--- config.mk ---
export PLATFORM = sky130hd
export DESIGN_NAME = config_frame_parser_core_flat
export DESIGN_NICKNAME = d
export VERILOG_FILES = /design/src/cfp_pkg.sv /design/src/cfp_ifs.sv /design/src/cfp_in_stage.sv /design/src/cfp_parse.sv /design/src/config_frame_parser_core.sv /design/src/flat_wrapper.sv
export SDC_FILE = /design/constraint.sdc
export NUM_CORES = 1
export LEC_CHECK = 0
export CORE_UTILIZATION = 36
export DETAILED_ROUTE_END_ITERATION = 10
export DONT_BUFFER_PORTS = 1
export GPL_ROUTABILITY_DRIVEN = 1
export PLACE_DENSITY = 0.55
export SETUP_SLACK_MARGIN = 0.3
export SYNTH_ARGS = -nofsm -noshare
export SYNTH_HDL_FRONTEND = slang
export SYNTH_SLANG_ARGS = --single-unit
--- constraint.sdc ---
create_clock -name clk -period 3.2 [get_ports clk]
set_clock_uncertainty 0.1 [all_clocks]
set_input_delay 0.64 -clock clk [delete_from_list [all_inputs] [get_ports clk]]
set_output_delay 0.64 -clock clk [all_outputs]
set_load 0.05 [all_outputs]
--- src/cfp_pkg.sv ---
package cfp_pkg;

  localparam logic [7:0]  START_BYTE     = 8'hCA;
  localparam logic [15:0] MAX_LEN_RESET  = 16'd2048;

  // parser phase codes
  typedef enum logic [2:0] {
    PH_HUNT = 3'd0,
    PH_LEN  = 3'd1,
    PH_OP   = 3'd2,
    PH_DATA = 3'd3,
    PH_SUM  = 3'd4
  } cfp_phase_t;

  // frame status codes
  typedef enum logic [1:0] {
    STAT_NONE = 2'd0,
    STAT_GOOD = 2'd1,
    STAT_BAD  = 2'd2
  } cfp_status_t;

  // one result beat
  typedef struct packed {
    logic        payload_valid;
    logic [15:0] payload_index;
    logic [7:0]  payload_byte;
    cfp_status_t frame_status;
    logic [15:0] frame_length;
    logic [7:0]  frame_opcode;
  } cfp_result_t;

endpackage

--- src/cfp_ifs.sv ---
// received byte channel
interface cfp_in_if;
  logic       valid;
  logic       ready;
  logic [7:0] rx_byte;

  modport source (output valid, output rx_byte, input ready);
  modport sink (input valid, input rx_byte, output ready);
endinterface

// parser result channel
interface cfp_out_if;
  logic        valid;
  logic        ready;
  logic        payload_valid;
  logic [15:0] payload_index;
  logic [7:0]  payload_byte;
  logic [1:0]  frame_status;
  logic [15:0] frame_length;
  logic [7:0]  frame_opcode;

  modport source (output valid, output payload_valid, output payload_index,
                  output payload_byte, output frame_status, output frame_length,
                  output frame_opcode, input ready);
  modport sink (input valid, input payload_valid, input payload_index,
                input payload_byte, input frame_status, input frame_length,
                input frame_opcode, output ready);
endinterface

--- src/cfp_in_stage.sv ---
module cfp_in_stage
  import cfp_pkg::*;
(
  input  logic       clk,
  input  logic       rst_n,
  cfp_in_if.sink     in_ch,
  input  logic       take,
  output logic       s1_valid,
  output logic [7:0] s1_byte
);

  logic       valid_r;
  logic [7:0] byte_r;
  logic       load;

  // stage frees up when empty or when its beat moves on
  assign load        = !valid_r || take;
  assign in_ch.ready = load;

  // input register
  always_ff @(posedge clk) begin
    if (!rst_n) begin
      valid_r <= 1'b0;
    end else if (load) begin
      valid_r <= in_ch.valid;
    end
  end

  always_ff @(posedge clk) begin
    if (load && in_ch.valid) begin
      byte_r <= in_ch.rx_byte;
    end
  end

  assign s1_valid = valid_r;
  assign s1_byte  = byte_r;

endmodule

--- src/cfp_parse.sv ---
module cfp_parse
  import cfp_pkg::*;
(
  input  logic        clk,
  input  logic        rst_n,
  input  logic        s1_valid,
  input  logic [7:0]  s1_byte,
  output logic        take,
  input  logic        cfg_wr,
  input  logic [15:0] cfg_data,
  cfp_out_if.source   out_ch
);

  cfp_phase_t  phase_r, phase_nxt;
  logic [15:0] plen_r, plen_nxt;
  logic [15:0] cnt_r, cnt_nxt;
  logic [7:0]  sum_r, sum_nxt;
  logic [7:0]  opc_r, opc_nxt;
  logic [15:0] max_len_r;
  logic        out_valid_r;
  cfp_result_t res_r, res_nxt;
  logic        step;
  logic [15:0] cnt_inc;

  // result register can load when empty or being drained
  assign take    = !out_valid_r || out_ch.ready;
  assign step    = s1_valid && take;
  assign cnt_inc = cnt_r + 16'd1;

  // configuration register
  always_ff @(posedge clk) begin
    if (!rst_n) begin
      max_len_r <= MAX_LEN_RESET;
    end else if (cfg_wr) begin
      max_len_r <= cfg_data;
    end
  end

  // parser state register
  always_ff @(posedge clk) begin
    if (!rst_n) begin
      phase_r <= PH_HUNT;
      plen_r  <= '0;
      cnt_r   <= '0;
      sum_r   <= '0;
      opc_r   <= '0;
    end else if (step) begin
      phase_r <= phase_nxt;
      plen_r  <= plen_nxt;
      cnt_r   <= cnt_nxt;
      sum_r   <= sum_nxt;
      opc_r   <= opc_nxt;
    end
  end

  // next state and result for one byte
  always_comb begin
    phase_nxt = phase_r;
    plen_nxt  = plen_r;
    cnt_nxt   = cnt_r;
    sum_nxt   = sum_r;
    opc_nxt   = opc_r;
    res_nxt   = '0;
    unique case (phase_r)
      PH_HUNT: begin
        if (s1_byte == START_BYTE) begin
          phase_nxt = PH_LEN;
          plen_nxt  = '0;
          cnt_nxt   = '0;
          sum_nxt   = '0;
        end
      end
      PH_LEN: begin
        // length arrives low byte first
        if (cnt_r == '0) begin
          plen_nxt = {plen_r[15:8], s1_byte};
          cnt_nxt  = 16'd1;
        end else begin
          plen_nxt  = {s1_byte, plen_r[7:0]};
          cnt_nxt   = '0;
          phase_nxt = PH_OP;
        end
      end
      PH_OP: begin
        opc_nxt   = s1_byte;
        phase_nxt = PH_DATA;
      end
      PH_DATA: begin
        // empty or oversized frame is abandoned and this byte dropped
        if (cnt_r >= plen_r || plen_r > max_len_r) begin
          phase_nxt = PH_HUNT;
        end else begin
          sum_nxt               = sum_r + s1_byte;
          res_nxt.payload_valid = 1'b1;
          res_nxt.payload_index = cnt_r;
          res_nxt.payload_byte  = s1_byte;
          cnt_nxt               = cnt_inc;
          if (cnt_inc == plen_r) begin
            phase_nxt = PH_SUM;
          end
        end
      end
      PH_SUM: begin
        phase_nxt = PH_HUNT;
        if (sum_r == s1_byte) begin
          res_nxt.frame_status = STAT_GOOD;
          res_nxt.frame_length = plen_r;
          res_nxt.frame_opcode = opc_r;
        end else begin
          res_nxt.frame_status = STAT_BAD;
        end
      end
      default: begin
        phase_nxt = PH_HUNT;
      end
    endcase
  end

  // result register
  always_ff @(posedge clk) begin
    if (!rst_n) begin
      out_valid_r <= 1'b0;
    end else if (take) begin
      out_valid_r <= s1_valid;
    end
  end

  always_ff @(posedge clk) begin
    if (step) begin
      res_r <= res_nxt;
    end
  end

  assign out_ch.valid         = out_valid_r;
  assign out_ch.payload_valid = res_r.payload_valid;
  assign out_ch.payload_index = res_r.payload_index;
  assign out_ch.payload_byte  = res_r.payload_byte;
  assign out_ch.frame_status  = res_r.frame_status;
  assign out_ch.frame_length  = res_r.frame_length;
  assign out_ch.frame_opcode  = res_r.frame_opcode;

endmodule

--- src/config_frame_parser_core.sv ---
// each byte goes into the input register, then through the parse logic into the
// result register, from which its result beat is taken
// throughput: one byte per cycle while the result side does not stall, one result beat per byte
// a stalled result holds while one more byte waits in the input register
// reset (rst_n low, synchronous): parser hunts for a start byte, max_length = 2048
module config_frame_parser_core
  import cfp_pkg::*;
(
  input  logic        clk,
  input  logic        rst_n,
  cfp_in_if.sink      in_ch,
  cfp_out_if.source   out_ch,
  input  logic        cfg_valid,
  output logic        cfg_ready,
  input  logic [15:0] cfg_max_length
);

  logic       take;
  logic       s1_valid;
  logic [7:0] s1_byte;
  logic       cfg_wr;

  // configuration beats are always taken
  assign cfg_ready = 1'b1;
  assign cfg_wr    = cfg_valid && cfg_ready;

  cfp_in_stage u_in_stage (
    .clk      (clk),
    .rst_n    (rst_n),
    .in_ch    (in_ch),
    .take     (take),
    .s1_valid (s1_valid),
    .s1_byte  (s1_byte)
  );

  cfp_parse u_parse (
    .clk      (clk),
    .rst_n    (rst_n),
    .s1_valid (s1_valid),
    .s1_byte  (s1_byte),
    .take     (take),
    .cfg_wr   (cfg_wr),
    .cfg_data (cfg_max_length),
    .out_ch   (out_ch)
  );

endmodule

--- src/flat_wrapper.sv ---
// flat-port wrapper written by rule: the top's interface ports become plain ports
module config_frame_parser_core_flat import cfp_pkg::*;
  (clk, rst_n, cfg_valid, cfg_ready, cfg_max_length, in_ch_valid, in_ch_rx_byte, in_ch_ready, out_ch_valid, out_ch_payload_valid, out_ch_payload_index, out_ch_payload_byte, out_ch_frame_status, out_ch_frame_length, out_ch_frame_opcode, out_ch_ready);
  cfp_in_if in_ch_i ();
  cfp_out_if out_ch_i ();
  input  logic clk;
  input  logic rst_n;
  input  logic cfg_valid;
  output logic cfg_ready;
  input  logic [15:0] cfg_max_length;
  input wire logic [$bits(in_ch_i.valid)-1:0] in_ch_valid;
  input wire logic [$bits(in_ch_i.rx_byte)-1:0] in_ch_rx_byte;
  output wire logic [$bits(in_ch_i.ready)-1:0] in_ch_ready;
  output wire logic [$bits(out_ch_i.valid)-1:0] out_ch_valid;
  output wire logic [$bits(out_ch_i.payload_valid)-1:0] out_ch_payload_valid;
  output wire logic [$bits(out_ch_i.payload_index)-1:0] out_ch_payload_index;
  output wire logic [$bits(out_ch_i.payload_byte)-1:0] out_ch_payload_byte;
  output wire logic [$bits(out_ch_i.frame_status)-1:0] out_ch_frame_status;
  output wire logic [$bits(out_ch_i.frame_length)-1:0] out_ch_frame_length;
  output wire logic [$bits(out_ch_i.frame_opcode)-1:0] out_ch_frame_opcode;
  input wire logic [$bits(out_ch_i.ready)-1:0] out_ch_ready;
  assign in_ch_i.valid = in_ch_valid;
  assign in_ch_i.rx_byte = in_ch_rx_byte;
  assign in_ch_ready = in_ch_i.ready;
  assign out_ch_valid = out_ch_i.valid;
  assign out_ch_payload_valid = out_ch_i.payload_valid;
  assign out_ch_payload_index = out_ch_i.payload_index;
  assign out_ch_payload_byte = out_ch_i.payload_byte;
  assign out_ch_frame_status = out_ch_i.frame_status;
  assign out_ch_frame_length = out_ch_i.frame_length;
  assign out_ch_frame_opcode = out_ch_i.frame_opcode;
  assign out_ch_i.ready = out_ch_ready;
  config_frame_parser_core u_core (.clk(clk), .rst_n(rst_n), .in_ch(in_ch_i), .out_ch(out_ch_i), .cfg_valid(cfg_valid), .cfg_ready(cfg_ready), .cfg_max_length(cfg_max_length));
endmodule
After elaboration in Yosys (flattened, before gate mapping)
Index checks and enable logic that the tools add are counted.

storage, ports and cells
  register bits after elaboration = 128
  input port bits = 29
  output and inout port bits = 54
  word-level logic and storage cells = 69

cells by class
  $add $sub $neg = 2
  order comparisons = 2
  equality and inequality tests = 12
  multiplexer cells = 16
  bitwise operators = 1
  reduce and logical (&&, ||, !) cells = 20

operators by type and width
  kind                                            count
  two-way mux 16 bit                              3
  one-hot mux 16 bit (3 select lines)             1
  one-hot mux 16 bit (2 select lines)             1
  two-way mux 25 bit                              1
  AND reduction 4 bit                             5
  adder 16 x 1 -> 16 bit (second input constant)  1
  == test 16 bit                                  1
  greater-or-equal comparator 16 bit              1
  greater-than comparator 16 bit                  1
  logical NOT 16 bit                              1
  two-way mux 8 bit                               2
  one-hot mux 8 bit (2 select lines)              1
  two-way mux 3 bit                               4
  one-hot mux 3 bit (4 select lines)              1
  adder 8 bit                                     1
  == test 8 bit                                   1
  == test 8 bit (second input constant)           1
  inequality test 2 bit (second input constant)   4
  == test 3 x 2 -> 1 bit (second input constant)  2
  AND reduction 2 bit                             2
  nonzero test 2 bit                              2
  == test 3 x 1 -> 1 bit (second input constant)  1
  == test 3 bit (second input constant)           1
  logical NOT 3 bit                               1
  9 further kinds                                 13

Logic depth before layout (Yosys ltp)
  depth after elaboration = 5
  mapped depth = 11

Cells and area by module
Synthesis repeated with hierarchy kept, for this count alone.

unflattened totals
  cells, all modules = 641
  area total of the unflattened synthesis = 6,473.7 µm²

modules (own cells, without submodules)
  module                    times used  cells each  area an instance (µm²)  seq. area each (µm²)
  cfp_parse                 1           626         6,164.7                 2,892.8
  cfp_in_stage              1           13          297.8                   260.2
  config_frame_parser_core  1           2           11.3                    0.0

Worst setup path before layout
No wires, ideal clock.

  kind = input to register
  start point = in out_ch_ready
  end point = reg u_core.u_parse.opc_r[0]
  arrival = 2.802 ns
  required time = 2.985 ns
  setup slack = 0.182 ns
  cell stages on the path = 7
  buffers on the path = 1
  cell sequence = nor2b_1 > nand2b_1 > inv_1 > nand3_1 > clkbuf_1 > a21oi_1 > nor2b_1

between the ends
  word-level cells in the longest chain between the ends = 3

RTL lines
  element                        RTL line            source
  from (decl)                    flat_wrapper.sv:21  input wire logic [$bits(out_ch_i.ready)-1:0] out_ch_ready;
  logical OR 1 bit               cfp_parse.sv:26     assign take = !out_valid_r || out_ch.ready;
  logical AND 1 bit              cfp_parse.sv:27     assign step = s1_valid && take;
  net u_core.u_parse.step        cfp_parse.sv:22     logic step;
  AND reduction 2 bit (no line)  n/a
  to (signal assigned)           cfp_parse.sv:52     opc_r <= opc_nxt;
  to (decl)                      cfp_parse.sv:18     logic [7:0] opc_r, opc_nxt;

The timed path passes the listed nets, and every way through them passes these cells.
A chain may end at the register's enable or synchronous reset.

Worst setup path in the final report
  start point = reg u_core.u_parse.cnt_r[7]
  end point = reg u_core.u_parse.phase_r[1]

between the ends
  word-level cells in the longest chain between the ends = 4
  elaborated cells between the ends (all ways) = 10

RTL lines
  element                                                                                     RTL line                          source
  from (decl)                                                                                 cfp_parse.sv:16                   logic [15:0] cnt_r, cnt_nxt;
  from (signal assigned)                                                                      cfp_parse.sv:50                   cnt_r <= cnt_nxt;
  adder 16 x 1 -> 16 bit / greater-or-equal comparator 16 bit (equally long branches)         cfp_parse.sv:28, cfp_parse.sv:90
  == test 16 bit / logical OR 1 bit (equally long branches)                                   cfp_parse.sv:98, cfp_parse.sv:90
  inequality test 3 bit (no line) / two-way mux 3 bit (equally long branches)                 n/a
  AND reduction 4 bit (no line) / one-hot mux 3 bit (4 select lines) (equally long branches)  n/a
  to (signal assigned)                                                                        cfp_parse.sv:48                   phase_r <= phase_nxt;
  to (decl)                                                                                   cfp_parse.sv:14                   cfp_phase_t phase_r, phase_nxt;

Parallel ways exist; a longest one is shown, timed or not.

==> flow_summary.yaml <==
status:
  outcome: "finished with violations"
  violations: "DRC"
global_routing:
  grt_max_degree: 70
  antenna_found_initial: 0
  grt_util_all_layers_pct: 18.3
  grt_pass1_wl_um: 27100
  overflow: 0
  first_global_vias: 4930
setup_path:
  path_class: "flip-flop to flip-flop"
  cp_num_buf_inv: 0
  crit_fanout: 11
  cp_data_required_time_ns: 3.41
  slowest_delay_ns: 0.59
  crit_path_top_delay_cell: "dfxtp_1"
  crit_chain: "nand4_2 -> or3_1 -> a211o_1 -> a22oi_1 -> nand4_1 -> o22ai_2 -> o21ai_1 -> a32o_1"
  cp_num_cells: 8
  crit_family: "compound AO/OA/AOI/OAI gates"
  worstPathArrival_ns: 3.05
  reg2reg_depth: 8
  cp-start-kind: "flip-flop"
  endpoint_kind: "flip-flop"
yosys:
  synth_async_sr_flop_share_pct: 0
  ys_types: 65
  synth_nets: 745
  synth-main-ff-cell: "dfxtp_1"
  syn-instance-count: 674
  syn-cell-area_mm2: 0.00667
  synth_edf_count: 59
  yosys_register_bits: 128
  yosysSeqAreaShare_pct: 47.3
  synth_warnings: 0
  avgSynthCellArea_um2: 9.89
clocking:
  clk_path_buf_depth: 2
  htree_levels: 4
  root_buffer: "clkbuf_16"
  clk_pin_slew_ns: 0.06
  ctsHoldBuffers: 0
  clock_latency_ns: 0.42
  cts_sinks: 128
  cts_made_buffers: 17
  cts_tree: "built"
floorplanning:
  die_y_um: 138
  die_w_um: 138
  start_util_pct: 36.9
  core_area_mm2: 0.0181
  io_pins: 83
  std_cell_rows: 49
  die_area_mm2: 0.0191
sta:
  worstMarginPinSlew_ns: 0.738
  fin_setup_tns_ns: 0
  setup_violations: 0
  hold_viol: 0
  rsz0062_at_grt: "true"
  fin_crit_sh_pct: 88.7
  max_slew_margin_pct: 50.3
  holdWs_ns: 0.210
  period_minus_slack_ns: 2.84
  slew_violations: 0
  max_freq_mhz: 352
  postLayoutSetupSlackWorst_ns: 0.361
routing:
  vias: 5039
  wire_per_inst_um: 17.8
  finalWirelength_um: 16700
  drtIter0Drc: 363
  drt_first_pass_iters: 8
  drc_errors: 10
  final_antenna_net_count: 0
  viasPerCell: 5.38
layout:
  num_antenna_cells: 0
  area_growth_pct: 15.9
  nets: 765
  final_util_pct: 42.7
  drive_gt1_share_pct: 14.4
placed_design:
  portBuffers: 0
  place_congestion: 0.884
  place_ws_ns: -0.155
  dp_hpwl_um: 12300
min_path:
  hold_path_depth: 0
  worstHoldPathType: "input pin to flip-flop"
power_and_ir_drop:
  p_leak_nw: 2.90
  fin_total_pwr_mw: 3.85
  power_density_mw_per_mm2: 499
  max-vdd-ir-drop_v: 0.000362
run:
  maxCapViolCount: 0
## registers in the layout, indices dropped and copies added (netlist names), 2 cells and up
| signal | count |
|---|---|
| u_core.u_parse.cnt_r | 16 |
| u_core.u_parse.max_len_r | 16 |
| u_core.u_parse.out_ch.frame_length | 16 |
| u_core.u_parse.out_ch.payload_index | 16 |
| u_core.u_parse.plen_r | 16 |
| u_core.u_in_stage.s1_byte | 8 |
| u_core.u_parse.opc_r | 8 |
| u_core.u_parse.out_ch.frame_opcode | 8 |
| u_core.u_parse.out_ch.payload_byte | 8 |
| u_core.u_parse.sum_r | 8 |
| u_core.u_parse.phase_r | 3 |
| u_core.u_parse.out_ch.frame_status | 2 |
## layout by cell type (no fill, tap or decap), types with 6 or more instances in the layout
master     count
dfxtp_1       63
edfxtp_1      59
inv_1         48
nor2b_1       47
ha_1          41
a21oi_1       37
buf_4         35
and2_1        34
nor2_1        32
o21ai_0       32
nand3_1       30
nor3_1        27
nand2_1       19
xnor2_1       19
clkbuf_16     18
mux2i_1       15
o31ai_1       14
nand4_1       11
a22oi_1        9
nor4_1         7
and3_1         7
nand2b_1       6
## cells in the mapped netlist, drive strengths merged (6+ instances only)
cell	number	area share [%]
edfxtp	59	27
nand2b	6	0.56
inv	49	2.8
nor2	33	1.9
nor2b	47	4.4
nand4	13	1.4
ha	41	7.7
nand2	19	1.1
buf	18	1.8
and2	34	3.2
a21oi	40	3.2
o31ai	14	1.6
xnor2	19	2.5
nor4	8	0.84
dfxtp	69	21
clkbuf	20	1.1
o21ai	37	2.9
nor3	28	2.2
mux2i	15	2.3
and3	8	0.75
a22oi	9	1.0
nand3	32	2.5
## per-stage QoR
| step | std cells | cell area [um^2] |
|---|---|---|
| after detailed placement | 901 | 7040 |
| final | 936 | 7730 |
| after floorplan | 674 | 6680 |
| after global placement | 901 | 7040 |
| after global routing | 936 | 7730 |
| after CTS | 933 | 7620 |
## power breakdown
part           switching, mW  total [mW]  leakage (nW)  internal [mW]
Combinational         0.0705       0.119          1.50         0.0481
Clock                  0.743        1.85         0.284           1.11
Sequential             0.121        1.88          1.11           1.76
## worst paths after layout
kind | from | end | slack (ns)
worst max-delay path | u_core.u_parse.cnt_r[7] | u_core.u_parse.phase_r[1] | 0.36
worst min register to register | u_core.u_parse.sum_r[4] | u_core.u_parse.sum_r[4] | 0.38
worst min-delay path | in_ch_rx_byte[4] | u_core.u_in_stage.s1_byte[4] | 0.21
worst max register to register | u_core.u_parse.cnt_r[7] | u_core.u_parse.phase_r[1] | 0.36
## per-layer routing
layer / up-vias / wire length [um] / part of all wire [%] / GRT usage [%]
met3: 33 / 722 / 4.3 / 3.36
met2: 159 / 7580 / 45 / 28.2
li1: 2450 / - / - / -
met5: - / 0 / 0 / 0
met1: 2397 / 8020 / 48 / 25.1
met4: 0 / 380 / 2.3 / 7.92
## cell type report
cell class              instances  area, um^2
inverters                      49         188
multi-input cells             459        3200
repair buffers                 39         325
clock buffers                  19         454
well taps                     229         287
clock inverters                13         106
flip-flops and latches        128        3160
fillers                      1719       10400
## repair_timing
action,4_1_cts,5_1_grt
setup endpoints to repair,15,58
endpoints found under the hold margin,0,0
buffers inserted,0,3
gates cloned,0,0
pin swaps,1,4
resized for setup,5,16
## cells by family (layout without fill, tap and decap cells)
group	after synthesis	count (layout)	synth area share [%]
other	1	1	0.0562
multiplexers	15	15	2.25
flip-flops	128	128	47.3
AO/OA/AOI/OAI	131	131	12.7
XOR/XNOR	24	24	3.15
AND/OR/NAND/NOR	246	246	20.8
adder cells (fa/ha/maj)	42	42	7.99
buffers and inverters	87	120	5.72
Power figures use the tool's default switching activity.
